==> src/hdl/csr_to_hybrid_splitter_unit_assert.svh <==
// Assertion macros for the hybrid splitter
`ifndef CSR_TO_HYBRID_SPLITTER_UNIT_ASSERT_SVH
`define CSR_TO_HYBRID_SPLITTER_UNIT_ASSERT_SVH

// same-cycle implication
`define CSRHS_ASSERT_NOW(label, clk, rst_n, ante, cons) \
  label: assert property (@(posedge clk) disable iff (!rst_n) (ante) |-> (cons)) \
    else $error("csrhs assertion failed");

// next-cycle implication
`define CSRHS_ASSERT_NEXT(label, clk, rst_n, ante, cons) \
  label: assert property (@(posedge clk) disable iff (!rst_n) (ante) |=> (cons)) \
    else $error("csrhs assertion failed");

`endif

==> src/hdl/csrhs_pkg.sv <==
package csrhs_pkg;

  localparam int WIDTH_W  = 6;
  localparam int STRIDE_W = 25;
  localparam int CFG_W    = 25;
  localparam int CFG_IDX_W = 1;
  localparam int ROW_W    = 24;
  localparam int COL_W    = 31;
  localparam int VAL_W    = 64;
  localparam int ADDR_W   = 29;

  localparam logic [CFG_IDX_W-1:0] CFG_ELL_WIDTH  = 1'd0;
  localparam logic [CFG_IDX_W-1:0] CFG_ELL_STRIDE = 1'd1;

  localparam logic TGT_ELL = 1'b0;
  localparam logic TGT_COO = 1'b1;

  typedef enum logic {
    ST_IDLE,
    ST_WORK
  } ctrl_state_e;

  // controller -> datapath
  typedef struct packed {
    logic accept;
    logic emit;
    logic close;
  } ctl_cmd_t;

  // datapath -> controller
  typedef struct packed {
    logic has_write;
    logic last;
    logic slot_free;
  } dp_status_t;

endpackage

==> src/hdl/csrhs_ctrl.sv <==
module csrhs_ctrl (
  input  logic                  clk_i,
  input  logic                  rst_ni,
  input  logic                  in_valid_i,
  output logic                  in_stall_o,
  input  csrhs_pkg::dp_status_t status_i,
  output csrhs_pkg::ctl_cmd_t   cmd_o
);
  import csrhs_pkg::*;

  ctrl_state_e state_q, state_d;

  always_ff @(posedge clk_i or negedge rst_ni) begin
    if (!rst_ni) begin
      state_q <= ST_IDLE;
    end else begin
      state_q <= state_d;
    end
  end

  always_comb begin
    state_d    = state_q;
    cmd_o      = '0;
    in_stall_o = 1'b1;
    case (state_q)
      ST_IDLE: begin
        in_stall_o = 1'b0;
        if (in_valid_i) begin
          cmd_o.accept = 1'b1;
          state_d      = ST_WORK;
        end
      end
      ST_WORK: begin
        if (status_i.has_write) begin
          if (status_i.slot_free) begin
            cmd_o.emit = 1'b1;
            if (status_i.last) begin
              state_d = ST_IDLE;
            end
          end
        end else begin
          // marker with nothing left to pad
          cmd_o.close = 1'b1;
          state_d     = ST_IDLE;
        end
      end
      default: begin
        state_d = ST_IDLE;
      end
    endcase
  end

endmodule

==> src/hdl/csrhs_datapath.sv <==
module csrhs_datapath #(
  parameter int MAX_ELL_WIDTH = 32
) (
  input  logic                                clk_i,
  input  logic                                rst_ni,
  input  csrhs_pkg::ctl_cmd_t                 cmd_i,
  output csrhs_pkg::dp_status_t               status_o,
  input  logic                                cfg_we_i,
  input  logic [csrhs_pkg::CFG_IDX_W-1:0]     cfg_index_i,
  input  logic [csrhs_pkg::CFG_W-1:0]         cfg_data_i,
  input  logic [csrhs_pkg::ROW_W-1:0]         row_index_i,
  input  logic [csrhs_pkg::COL_W-1:0]         col_index_i,
  input  logic [csrhs_pkg::VAL_W-1:0]         value_bits_i,
  input  logic                                entry_present_i,
  input  logic                                row_end_i,
  output logic                                out_valid_o,
  input  logic                                out_stall_i,
  output logic                                target_o,
  output logic [csrhs_pkg::ADDR_W-1:0]        address_o,
  output logic [csrhs_pkg::ROW_W-1:0]         row_out_o,
  output logic [csrhs_pkg::COL_W-1:0]         col_out_o,
  output logic [csrhs_pkg::VAL_W-1:0]         value_out_o,
  output logic                                last_write_o
);
  import csrhs_pkg::*;

  localparam int PosW  = $clog2(MAX_ELL_WIDTH + 1);
  localparam int WExtW = WIDTH_W + 1;
  localparam int ProdW = STRIDE_W + PosW;
  localparam logic [WExtW-1:0] MaxWidth = WExtW'(MAX_ELL_WIDTH);
  localparam logic [PosW-1:0]  PosMax   = PosW'(MAX_ELL_WIDTH);

  logic [WIDTH_W-1:0]  ell_width_q;
  logic [STRIDE_W-1:0] ell_stride_q;
  logic [PosW-1:0]     pos_q, pos_d;
  logic [ADDR_W-1:0]   coo_q;
  logic                entry_pend_q;
  logic                ends_q;
  logic [ROW_W-1:0]    row_q;
  logic [COL_W-1:0]    col_q;
  logic [VAL_W-1:0]    val_q;
  logic                out_valid_q;

  logic [WExtW-1:0]    width_ext;
  logic [PosW-1:0]     width_eff;
  logic [PosW-1:0]     pos_sat;
  logic                pos_lt_width;
  logic                to_coo;
  logic                last_wr;
  logic [ProdW-1:0]    prod;
  logic [ADDR_W-1:0]   ell_addr;

  // register widths above the build limit act as the limit
  assign width_ext    = {1'b0, ell_width_q};
  assign width_eff    = (width_ext > MaxWidth) ? PosMax : PosW'(width_ext);
  assign pos_lt_width = pos_q < width_eff;
  assign pos_sat      = (pos_q == PosMax) ? pos_q : pos_q + PosW'(1);
  assign to_coo       = entry_pend_q && !pos_lt_width;
  assign last_wr      = !(ends_q && (pos_sat < width_eff));

  assign prod     = ProdW'(ell_stride_q) * ProdW'(pos_q);
  assign ell_addr = ADDR_W'(prod) + ADDR_W'(row_q);

  assign status_o.has_write = entry_pend_q || (ends_q && pos_lt_width);
  assign status_o.last      = last_wr;
  assign status_o.slot_free = !out_valid_q || !out_stall_i;

  always_comb begin
    pos_d = pos_q;
    if (cmd_i.emit) begin
      pos_d = (last_wr && ends_q) ? '0 : pos_sat;
    end else if (cmd_i.close && ends_q) begin
      pos_d = '0;
    end
  end

  always_ff @(posedge clk_i or negedge rst_ni) begin
    if (!rst_ni) begin
      ell_width_q  <= '0;
      ell_stride_q <= '0;
      pos_q        <= '0;
      coo_q        <= '0;
      entry_pend_q <= 1'b0;
      ends_q       <= 1'b0;
      out_valid_q  <= 1'b0;
    end else begin
      if (cfg_we_i) begin
        case (cfg_index_i)
          CFG_ELL_WIDTH:  ell_width_q  <= WIDTH_W'(cfg_data_i);
          CFG_ELL_STRIDE: ell_stride_q <= cfg_data_i;
          default: ;
        endcase
      end
      pos_q <= pos_d;
      if (cmd_i.accept) begin
        entry_pend_q <= entry_present_i;
        ends_q       <= row_end_i || !entry_present_i;
      end else if (cmd_i.emit) begin
        entry_pend_q <= 1'b0;
      end
      if (cmd_i.emit && to_coo && (coo_q != '1)) begin
        coo_q <= coo_q + ADDR_W'(1);
      end
      if (cmd_i.emit) begin
        out_valid_q <= 1'b1;
      end else if (!out_stall_i) begin
        out_valid_q <= 1'b0;
      end
    end
  end

  always_ff @(posedge clk_i) begin
    if (cmd_i.accept) begin
      row_q <= row_index_i;
      col_q <= col_index_i;
      val_q <= value_bits_i;
    end
    if (cmd_i.emit) begin
      target_o     <= to_coo ? TGT_COO : TGT_ELL;
      address_o    <= to_coo ? coo_q : ell_addr;
      row_out_o    <= row_q;
      col_out_o    <= entry_pend_q ? col_q : '0;
      value_out_o  <= entry_pend_q ? val_q : '0;
      last_write_o <= last_wr;
    end
  end

  assign out_valid_o = out_valid_q;

endmodule

==> src/hdl/csr_to_hybrid_splitter_unit.sv <==
// A request is accepted in ST_IDLE; its writes are emitted from ST_WORK into the output
// register (one for an entry, plus one per padding slot at a row end, up to ell_width);
// the single output register loads one write per cycle while out_stall_i lets it drain.
// No new request is taken until the last write; a marker with no write closes in ST_WORK.
// Reset clears the config registers, row position and COO counter to zero.
module csr_to_hybrid_splitter_unit #(
  parameter int MAX_ELL_WIDTH = 32
) (
  input  logic                             clk_i,
  input  logic                             rst_ni,
  input  logic                             cfg_we_i,
  input  logic [csrhs_pkg::CFG_IDX_W-1:0]  cfg_index_i,
  input  logic [csrhs_pkg::CFG_W-1:0]      cfg_data_i,
  input  logic                             in_valid_i,
  output logic                             in_stall_o,
  input  logic [csrhs_pkg::ROW_W-1:0]      row_index_i,
  input  logic [csrhs_pkg::COL_W-1:0]      col_index_i,
  input  logic [csrhs_pkg::VAL_W-1:0]      value_bits_i,
  input  logic                             entry_present_i,
  input  logic                             row_end_i,
  output logic                             out_valid_o,
  input  logic                             out_stall_i,
  output logic                             target_o,
  output logic [csrhs_pkg::ADDR_W-1:0]     address_o,
  output logic [csrhs_pkg::ROW_W-1:0]      row_out_o,
  output logic [csrhs_pkg::COL_W-1:0]      col_out_o,
  output logic [csrhs_pkg::VAL_W-1:0]      value_out_o,
  output logic                             last_write_o
);
  import csrhs_pkg::*;

  `include "csr_to_hybrid_splitter_unit_assert.svh"

  ctl_cmd_t   cmd;
  dp_status_t status;

  csrhs_ctrl u_ctrl (
    .clk_i      (clk_i),
    .rst_ni     (rst_ni),
    .in_valid_i (in_valid_i),
    .in_stall_o (in_stall_o),
    .status_i   (status),
    .cmd_o      (cmd)
  );

  csrhs_datapath #(
    .MAX_ELL_WIDTH (MAX_ELL_WIDTH)
  ) u_datapath (
    .clk_i           (clk_i),
    .rst_ni          (rst_ni),
    .cmd_i           (cmd),
    .status_o        (status),
    .cfg_we_i        (cfg_we_i),
    .cfg_index_i     (cfg_index_i),
    .cfg_data_i      (cfg_data_i),
    .row_index_i     (row_index_i),
    .col_index_i     (col_index_i),
    .value_bits_i    (value_bits_i),
    .entry_present_i (entry_present_i),
    .row_end_i       (row_end_i),
    .out_valid_o     (out_valid_o),
    .out_stall_i     (out_stall_i),
    .target_o        (target_o),
    .address_o       (address_o),
    .row_out_o       (row_out_o),
    .col_out_o       (col_out_o),
    .value_out_o     (value_out_o),
    .last_write_o    (last_write_o)
  );

  // one request in flight at a time
  `CSRHS_ASSERT_NEXT(a_busy_after_accept, clk_i, rst_ni, in_valid_i && !in_stall_o, in_stall_o)
  // final write of a request frees the input side
  `CSRHS_ASSERT_NEXT(a_idle_after_last, clk_i, rst_ni, cmd.emit && status.last, !in_stall_o)
  // no write is produced while the input side is open
  `CSRHS_ASSERT_NOW(a_no_emit_when_open, clk_i, rst_ni, !in_stall_o, !cmd.emit && !cmd.close)

endmodule

==> config.mk <==
export PLATFORM = sky130hd
export DESIGN_NAME = csr_to_hybrid_splitter_unit
export DESIGN_NICKNAME = d
export VERILOG_FILES = /design/src/hdl/csrhs_pkg.sv /design/src/hdl/csrhs_ctrl.sv /design/src/hdl/csrhs_datapath.sv /design/src/hdl/csr_to_hybrid_splitter_unit.sv
export VERILOG_INCLUDE_DIRS = /design/src /design/src/hdl
export SDC_FILE = /design/constraint.sdc
export NUM_CORES = 1
export LEC_CHECK = 0
export BUFFER_PORTS_ARGS = -buffer_cell sky130_fd_sc_hd__buf_2
export CORE_MARGIN = 5
export CORE_UTILIZATION = 55
export CTS_CLUSTER_SIZE = 20
export DETAILED_ROUTE_END_ITERATION = 10
export PLACE_DENSITY = 0.81
export SLEW_MARGIN = 40
export SYNTH_ARGS = -nofsm -noshare
export SYNTH_HDL_FRONTEND = slang
export SYNTH_SLANG_ARGS = --single-unit
==> constraint.sdc <==
create_clock -name clk_i -period 20.2 [get_ports clk_i]
set_clock_uncertainty 0.2 [all_clocks]
set_input_delay 0 -clock clk_i [delete_from_list [all_inputs] [get_ports clk_i]]
set_output_delay 0 -clock clk_i [all_outputs]
set_load 0.02 [all_outputs]
-- After elaboration in Yosys (flattened, before gate mapping)
Index checks and enable logic that the tools add are counted.
- multipliers: 1
- add/subtract/negate cells: 3
- eq/ne operators: 3
- bitwise logic cells: 2
- reductions and logical operators: 19
- mux-type cells: 22
- order comparisons: 3
- operator list (kind ; number):
    two-way mux 6 bit ; 5
    adder 29 x 1 -> 29 bit (second input constant) ; 1
    adder 29 x 24 -> 29 bit ; 1
    multiplier 25 x 6 -> 29 bit ; 1
    two-way mux 29 bit ; 1
    inequality test 29 bit (second input constant) ; 1
    two-way mux 1 bit ; 14
    < comparator 6 bit ; 2
    logical AND 1 bit ; 7
    adder 6 x 1 -> 6 bit (second input constant) ; 1
    == test 6 bit (second input constant) ; 1
    greater-than comparator 6 bit (second input constant) ; 1
    zero test 1 bit ; 5
    AND reduction 2 bit ; 2
    nonzero test 2 bit ; 2
    logical OR 1 bit ; 3
    two-way mux 2 bit ; 1
    inequality test 2 x 1 -> 1 bit (second input constant) ; 1
    NOT 1 bit ; 2
    case mux 1 bit (2 select lines) ; 1
- output and inout port bits: 152
- register bits: 339
- input bits: 152

-- Longest topological paths before layout
Gate-level depths: netlist of the first run.
- word-level depth: 10
- depth in mapped cells: 20
- mapped depth without buffers: 18

-- Modules after synthesis
A second synthesis of the first run with hierarchy kept.
- cells, all modules: 1379
- area, all modules: 17708.2 um^2
- by module, submodules not included (module ; times used ; cells an instance ; area an instance (um^2)):
    csrhs_datapath ; 1 ; 1373 ; 17649.4
    csrhs_ctrl ; 1 ; 6 ; 58.8

-- Least setup slack after synthesis of the first run
Ideal clock, no wire load.
- path type: reg2reg
- from: register u_datapath.ell_width_q[5]
- to: register u_datapath.pos_q[1]
- path slack: 10.877 ns
- buffers on the path: 0
- stages on the path, launching flop included: 10
- arrival time: 9.020 ns
- period minus slack after synthesis: 9.323 ns
- cells stage by stage: dfrtp_1 -> inv_1 -> nand2_1 -> ha_1 -> a2111oi_0 -> o21ai_1 -> o21ai_0 -> a21o_1 -> nor2b_1 -> a32o_1
- RTL lines (element ; line ; RTL):
    start: declaration ; csrhs_datapath.sv:33 ; logic [WIDTH_W-1:0] ell_width_q;
    start signal: assignment ; csrhs_datapath.sv:89 ; CFG_ELL_WIDTH: ell_width_q <= WIDTH_W'(cfg_data_i);
    end signal: assignment ; csrhs_datapath.sv:94 ; pos_q <= pos_d;
    end: declaration ; csrhs_datapath.sv:35 ; logic [PosW-1:0] pos_q, pos_d;

-- Worst setup path after layout of the first run
- from: register u_datapath.pos_q[5]
- to: register u_datapath.address_o[27] in the netlist's numbering (data pin)
- word-level cells in the longest chain between the ends: 4
- elaborated cells between the ends (all ways): 6
- ends and longest elaborated chain (element ; line ; RTL):
    branches (longest 3 deep; another with multiplier 25 x 6 -> 29 bit) ; n/a ;
    two-way mux 29 bit (*) ; csrhs_datapath.sv:120 ; address_o <= to_coo ? coo_q : ell_addr;
    end signal: assignment ; csrhs_datapath.sv:120 ;
    end: declaration ; csrhs_datapath.sv:19 ; output logic [csrhs_pkg::ADDR_W-1:0] address_o,
Every way passes the cells marked *.
A chain may end at the register's enable or synchronous reset.

==> impl_results.md, run 1 <==
- Chip Height: between 150 and 200 um
- # IOs: between 300 and 400
- Share of cells above drive strength 1: 22.19%
- Post-synth EDFFs: about 270
- Setup CP Type: reg -> reg
- Vias in the first global route: ~13000
- Core area: 0.03156 mm2
- Seq pwr share: approximately a third
- Largest net degree at the start of global routing: 100
- Post-Synth Adder-Cell Area: approximately 17%
- Mux share of post-synthesis cell area: approximately 2.2%
- Final Core Density: 73.68%
- Main flop type after synthesis: edfxtp_1
- Post-synthesis async set-or-reset flop share: around a fifth
- CTS tree: yes
- Area leader, netlist: edfxtp_1
- Final instance area: 0.02325 mm2
- Seq cells post-synth: 339
- Crit path buffers/inverters: 3
- Syn. warnings: 0
- Synth Cell Area: roughly 0.018 mm2
- CP Data Required Time: 20.25 ns
- Outcome: finished, final reports clean
- I/O Buffers: 303
- Total CTS buffers: 36
- CP max-delay cell: dfrtp_1
- First-pass GRT wire length: around 73000 um
- Critical R2R Capture: u_datapath.address_o[27]$_DFFE_PP_
- Clock power frac: roughly 20%
- Maxcap violations: 0
- HP Class: in -> reg
- Starting Density: a little under three fifths
- Top post-synthesis cells by area: edfxtp_1 (46%), fa_1 (13%), dfrtp_1 (10%)
- XOR/XNOR Fraction of Synth Area: approximately 2.9%
- Largest family of logic cells by synthesized area: adder cells
- Yosys top cell area share: between 40 and 50%
- Drt drc: 0
- Slew @ Worst Pin: about 0.80 ns
- GRT overflow: 0
- 1st-iter DRT viols: approximately 930
- Crit start category: register
- Hold Fails Final Rpt: 0
- Antenna-violating nets left: 0
- DR vias: ~12000
- Worst VDD drop: a little over 0.09 mV
- Worst-case clock buffer depth: 3
- DR WL/cell: approximately 20 um
- CP max stage delay: roughly 0.83 ns
- Final Setup Violations: 0
- DIE WIDTH: about 190 um
- Gate power share: between 40% and 50%
- GPL Wtd Cong: 0.8774
- # clock sinks: between 300 and 400
- Final min period: ~6.1 ns
- Syn Nets: between 1500 and 2000
- Sequential area share after synthesis: between 50% and 60%
- Postcts setup bufs: 0
- Die ar.: approximately 0.036 mm2
- Worst-case reg-to-reg path depth: 17
- Mean Syn Cell Area: about 13 um2
- Unique cell type count in the Yosys netlist: 62
- Switching power: 1.341 mW
- Root buf cell: clkbuf_16
- Setup crit end kind: register
- Largest delay share family, worst path: adder cells
- Period utilisation layout: between 20% and 30%
- Post-cts repair resize count: 0
- WHS: between 0.001 and 0.0015 ns
- Leak: 10.21 nW
- Max H-tree Level: 2
- Arrival @ worst endpoint: ~6 ns
- Synthesis-to-finish area growth: 32.13%
- DP Area: 0.01952 mm2
- Crit-path cells: nand2_1 > fa_1 > fa_1 > inv_1 > fa_1 > inv_1 > fa_1 > inv_1 > ha_1 > a21o_1 > a221oi_2 > a21oi_2 > o21a_4 > a221oi_4 > o21a_4 > and4_1 > o41ai_2
- Clock Latency Late Sink: between 0.5 and 0.6 ns
- Vias per cell: 5.301
- Rel. slew slack: 46.93%
- Net Sw Frac: between 30% and 40%
- R2R Path Start: u_datapath.pos_q[5]$_DFFE_PN0P_
- Dpl hpwl: around 28000 um
- Total Wirelength: around 46000 um
- Setup TNS: 0 ns
- Internal power: between 2 and 2.5 mW
- Crit. Startpoint: u_datapath.pos_q[5]$_DFFE_PN0P_
- Clock transition at path regs: around 0.060 ns
- Simple-gate share of the synthesized area: 12.66%
- CP Capture Point: u_datapath.address_o[27]$_DFFE_PP_
- Max Slew Vio Count: 0
- Unrepaired setup endpoints after global routing: false
- Tot GR Track Use: roughly a quarter
- Synth Area in Compound Gates: under 10%
- Worst Path Max Fanout: 28
- Crit path depth: 17
- Achievable Freq: roughly 170 MHz
- Nets: between 2000 and 2500
- R2R Setup Slk: 14.15 ns
- FP Rows: 65
- Initial antenna violation count: 1
- Worst path most repeated cell: fa_1
- Pwr Density: 144.5 mW/mm2
- Cells after synthesis: 1323
- Pre-antenna DRT Iters: 5
## power by group through the flow
stage          Combinational, mW  Sequential, mW  Clock, mW
5_1_grt                     1.72            1.14      0.716
3_3_place_gp                1.43            1.12          0
4_1_cts                     1.53            1.12      0.670
3_5_place_dp                1.47            1.13          0
2_1_floorplan              0.915            1.29          0
6_report                    1.56            1.13      0.670
## final cells by class
class                           instances  area [um2]
Clock buffer                           42       954.7
Sequential cell                       339        9836
Multi-Input combinational cell        795        7044
Antenna cell                            1       2.502
Inverter                              145       544.3
Timing Repair Buffer                  565        4131
Fill cell                            1998        8305
Tap cell                              402       503.0
Clock inverter                         20       234.0
## state kept, by name, summed over array words and instances, names as in the netlist, 6 cells and up
name	count
u_datapath.col_q	31
u_datapath.val_q	64
u_datapath.col_out_o	31
u_datapath.value_out_o	64
u_datapath.address_o	29
u_datapath.pos_q	6
u_datapath.row_out_o	24
u_datapath.coo_q	29
u_datapath.row_q	24
u_datapath.ell_width_q	6
u_datapath.ell_stride_q	25
## timing repair
item,in CTS,in global routing
endpoints found under the setup margin,0,0
hold buffers,249,4
hold endpoints to repair,226,4
## layer usage
layer  share of wire (%)  global-route usage (%)  up-vias
met1                  37                   31.55     6061
met2                  53                   46.94      465
met5                   0                       0        -
met3                 5.8                   4.351      118
li1                    -                       -     5595
met4                 4.3                   10.15        0
## cells in the final DEF (no fill, tap or decap), types with 32 or more instances in the layout
master           n
inv_1          144
nand2_1         89
fa_1           113
dfrtp_1         65
dlygate4sd3_1  253
ha_1            56
buf_2          303
edfxtp_1       269
clkbuf_16       37
mux2_2          32
and2_1         213
xnor2_1         41
## how the worst min path moves through the flow
stage                     startpoint                          endpoint  slack [ns]  depth (start not counted)
floorplan                     rst_ni          u_ctrl.state_q$_DFF_PN0_       -0.50                          0
global placement    value_bits_i[22]    u_datapath.val_q[22]$_DFFE_PP_       -0.02                          1
detailed placement            rst_ni  u_datapath.coo_q[16]$_DFFE_PN0P_       -0.03                          2
CTS                   col_index_i[0]     u_datapath.col_q[0]$_DFFE_PP_     0.00008                          2
global route         value_bits_i[5]     u_datapath.val_q[5]$_DFFE_PP_      -0.002                          2
finish                col_index_i[8]     u_datapath.col_q[8]$_DFFE_PP_       0.001                          2
## kinds of logic (layout without fill, tap and decap cells)
logic type / count (synthesis) / count (layout)
simple gates: 402 / 402
flops: 339 / 339
buf+inv: 189 / 772
fa+ha+maj: 169 / 169
compound gates: 132 / 132
xor+xnor: 58 / 58
mux: 34 / 34
other cells: 0 / 1
## synthesized netlist by cell type, types with 3 or more instances
library cell	number
nand2b_1	4
a21o_1	19
nor2b_1	6
and2_1	213
a21o_2	4
o21a_1	9
o21ai_1	3
and3_1	12
o21bai_1	3
edfxtp_1	269
o31ai_1	4
a32o_1	4
and4_1	4
mux2_2	32
nor3_1	7
nor2_1	23
nand2_1	90
fa_1	113
a211oi_1	4
ha_1	56
xor2_1	17
o211ai_1	4
dfrtp_1	70
nand4_1	12
o21ai_0	25
buf_1	3
a21oi_1	26
nand3_1	21
clkbuf_1	36
xnor2_1	41
inv_1	145
## through the flow
stage	worst slack, ns	total power [mW]	std cells
floorplan	10.88	2.208	1323
global placement	14.23	2.549	1993
detailed placement	14.11	2.602	1993
CTS	14.10	3.315	2304
global route	13.78	3.580	2309
finish	14.15	3.360	2309
## worst reg2reg max path: stages (launching register included)
cell and delay (ns):
dfrtp_1 0.83, nand2_1 0.20, fa_1 0.55, fa_1 0.54, inv_1 0.05, fa_1 0.53
inv_1 0.05, fa_1 0.49, inv_1 0.04, ha_1 0.34, a21o_1 0.22, a221oi_2 0.37
a21oi_2 0.14, o21a_4 0.25, a221oi_4 0.44, o21a_4 0.23, and4_1 0.21, o41ai_2 0.09
Note: power is estimated with default switching activity, not from simulation.
==> inputs of run 2 (changes only) <==
- ABC_AREA: default -> 1
- CORE_UTILIZATION: 55 -> 52
- PLACE_DENSITY: 0.81 -> 0.8
- clock period: 20.2 -> 5.3 ns (I/O delays scaled with it)
==> impl_results.md, run 2 <==
- Pre-antenna DRT Iters: 6 (was 5)
- Chip Height: 200.0 um (was 188.9 um)
- Drt drc: 0 (unchanged)
- Crit start category: register (unchanged)
- Dpl hpwl: 36940 um (was 28290 um)
- FP Rows: 69 (was 65)
- I/O Buffers: 303 (unchanged)
- Top flop regs: u_datapath.val_q (64), u_datapath.value_out_o (64) (unchanged)
- Initial antenna violation count: 4 (was 1)
- Starting Density: 52.75% (was 55.76%)
- Pwr Density: 562.9 mW/mm2 (was 144.5 mW/mm2)
- Nets: 2822 (was 2203)
- Mean Syn Cell Area: 10.02 um2 (was 13.30 um2)
- Largest net degree at the start of global routing: 99 (was 100)
- Final Core Density: 70.81% (was 73.68%)
- Crit. Startpoint: u_datapath.pos_q[5]$_DFFE_PN0P_ (unchanged)
- HP Class: in -> reg (unchanged)
- Most common library cells after synthesis: nand2_1 (512), inv_1 (428), edfxtp_1 (269) (was edfxtp_1 (269), and2_1 (213), inv_1 (145))
- Rel. slew slack: 44.23% (was 46.93%)
- Syn. warnings: 0 (unchanged)
- Achievable Freq: 198.6 MHz (was 165.2 MHz)
- Core area: 0.03557 mm2 (was 0.03156 mm2)
- First-pass GRT wire length: 92300 um (was 72820 um)
- Worst Path Max Fanout: 21 (was 28)
- Commonest non-fill, non-tap cells in the layout: nand2_1 (511), inv_1 (428), buf_2 (303) (was buf_2 (303), edfxtp_1 (269), dlygate4sd3_1 (253))
- R2R Path Start: u_datapath.pos_q[5]$_DFFE_PN0P_ (unchanged)
- GPL Wtd Cong: 0.9668 (was 0.8774)
- Pwr Total: 14.18 mW (was 3.360 mW)
- Maxcap violations: 0 (unchanged)
- Arrival @ worst endpoint: 5.11 ns (was 6.10 ns)
- Hold Fails Final Rpt: 0 (unchanged)
- Vias per cell: 5.260 (was 5.301)
- Vias in the first global route: 16460 (was 13280)
- Setup crit end kind: register (unchanged)
- Most frequent cell after synthesis: nand2_1 (was edfxtp_1)
- Die ar.: 0.03998 mm2 (was 0.03567 mm2)
- 1st-iter DRT viols: 1520 (was 932)
- Slew @ Worst Pin: 0.8345 ns (was 0.7960 ns)
- Final min period: 5.036 ns (was 6.054 ns)
- Post-synth EDFFs: 269 (unchanged)
- Total CTS buffers: 36 (unchanged)
- Most common cell after layout, fill and taps aside: nand2_1 (was buf_2)
- Filler instances: 2375 (was 1998)
- Outcome: finished, final reports clean (unchanged)
- GRT overflow: 0 (unchanged)
- Setup TNS: 0 ns (unchanged)
- Period utilisation layout: 95.03% (was 29.97%)
- DR top layer: met5 (was met4)
- Clock transition at path regs: 0.07 ns (was 0.06 ns)
- Final Setup Violations: 0 (unchanged)
- Placed cell count: 2649 (was 1993)
- Clock Latency Late Sink: 0.56 ns (was 0.52 ns)
- Area leader, netlist: edfxtp_1 (unchanged)
- Synthesis-to-finish area growth: 34.23% (was 32.13%)
- Antenna-violating nets left: 0 (unchanged)
- DR WL met2: 29060 um (was 24370 um)
- Yosys top cell area share: 43.05% (was 45.91%)
- Leak: 13.00 nW (was 10.21 nW)
- Post-synthesis async set-or-reset flop share: 20.65% (unchanged)
- Worst VDD drop: 0.4325 mV (was 0.09175 mV)
- Cells after synthesis: 1873 (was 1323)
- DIE WIDTH: 200.0 um (was 188.9 um)
- Unrepaired setup endpoints after global routing: false (unchanged)
- Share of cells above drive strength 1: 18.31% (was 22.19%)
- Main flop type after synthesis: edfxtp_1 (unchanged)
- Unique cell type count in the Yosys netlist: 41 (was 62)
- Max Slew Vio Count: 0 (unchanged)
- # IOs: 304 (unchanged)
- Root buf cell: clkbuf_16 (unchanged)
- Top post-synthesis cells by area: edfxtp_1 (43%), fa_1 (12%), nand2_1 (10%) (was edfxtp_1 (46%), fa_1 (13%), dfrtp_1 (10%))
- Setup CP Type: reg -> reg (unchanged)
- Met3 routed wirelength: 6121 um (was 2675 um)
- CP Data Required Time: 5.38 ns (was 20.25 ns)
- Seq cells post-synth: 339 (unchanged)
- DR WL/cell: 19.95 um (was 20.08 um)
- Worst-case clock buffer depth: 3 (unchanged)
- Sequential area share after synthesis: 52.38% (was 55.86%)
- # clock sinks: 339 (unchanged)
- Fin cells: 2992 (was 2309)
- Syn Nets: 2194 (was 1644)
- Synth Cell Area: 0.01876 mm2 (was 0.01760 mm2)
- Hold path startpoint: col_index_i[2] (was col_index_i[8])
- Max H-tree Level: 2 (unchanged)
- Total Wirelength: 59700 um (was 46370 um)
- Tot GR Track Use: 30.19% (was 26.07%)
- CTS tree: yes (unchanged)
- DR vias: 15740 (was 12240)
- Wl on met1: 21940 um (was 17330 um)
## run 2: cell types whose count changed after synthesis, sizes merged, moves of 30 or more
cell,delta
and2,-213
inv,+288
nand2,+426
nor2,+50
o21ai,+47
xnor2,-30
## run 2: critical path: stages (launching register included)
cell,delay [ns]
dfrtp_1,0.45
buf_12,0.19
nand2_1,0.06
inv_1,0.05
fa_1,0.52
fa_1,0.53
fa_1,0.56
inv_1,0.06
fa_1,0.53
inv_1,0.05
ha_1,0.38
nand2_1,0.13
nor2_1,0.27
inv_1,0.09
nor2_1,0.13
nand4_1,0.10
nand3_1,0.14
xnor2_1,0.19
o21ai_0,0.11
## run 2: logic make-up (layout without fill, tap and decap cells)
group,count (synthesis),after routing,synth area share (%)
buffers and inverters,482,1137,9.849
and+or+nand+nor,687,687,14.94
adders and majority gates,169,169,15.79
xor gates and xnor gates,49,49,2.287
other,0,3,0
muxes,19,19,1.140
AOI/OAI and AO/OA,128,128,3.614
DFF,339,339,52.38
## run 2: final timing paths
| path | to | slack, ns | cells past startpoint |
|---|---|---|---|
| max | u_datapath.address_o[18]$_DFFE_PP_ | 0.26 | 18 |
| min | u_datapath.col_q[2]$_DFFE_PP_ | 0.006 | 2 |
| max reg2reg | u_datapath.address_o[18]$_DFFE_PP_ | 0.26 | 18 |
| min reg2reg | u_datapath.row_out_o[15]$_DFFE_PP_ | 0.25 | 0 |
| max in group asynchronous | u_datapath.coo_q[17]$_DFFE_PN0P_ | 3.92 | 4 |
| min in group asynchronous | u_datapath.ell_width_q[4]$_DFFE_PN0P_ | 0.45 | 4 |
## run 2: metrics by stage
step / setup WS (ns) / hold slack, ns / area (um2)
floorplan: 0.4317 / -0.4956 / 18770
global placement: 0.3228 / -0.02376 / 21200
detailed placement: 0.2768 / -0.03807 / 21240
CTS: 0.2557 / 0.0006573 / 25160
global route: 0.001854 / 0.02014 / 25190
finish: 0.2636 / 0.005875 / 25190
## run 2: power breakdown
part           total (mW)  leakage (nW)  switching (mW)  internal, mW
Combinational        7.17          8.97            4.64          2.53
Sequential           4.45          3.45           0.407          4.05
Clock                2.56         0.572            1.14          1.42
## run 2: area by class of cell
class                      instances  area (um2)  share of cell area (%)
tap                              461       576.8                   2.290
timing repair buffer             639        4855                   19.27
clock inverter                    22       209.0                  0.8296
antenna                            3       7.507                 0.02980
sequential                       339        9831                   39.03
multi-input combinational       1052        7116                   28.25
inverter                         433        1625                   6.453
clock buffer                      43       968.4                   3.845
## run 2: repair_timing
item,4_1_cts,5_1_grt
setup buffers,0,0
setup endpoints to repair,0,3
hold buffers,274,1
gates resized for setup,0,4
endpoints found under the hold margin,266,1
## run 2: routing by layer
| metal | vias up | track usage (%) |
|---|---|---|
| met5 | - | 0 |
| li1 | 7059 | - |
| met4 | 2 | 11.17 |
| met2 | 940 | 51.16 |
| met3 | 156 | 7.435 |
| met1 | 7581 | 37.96 |
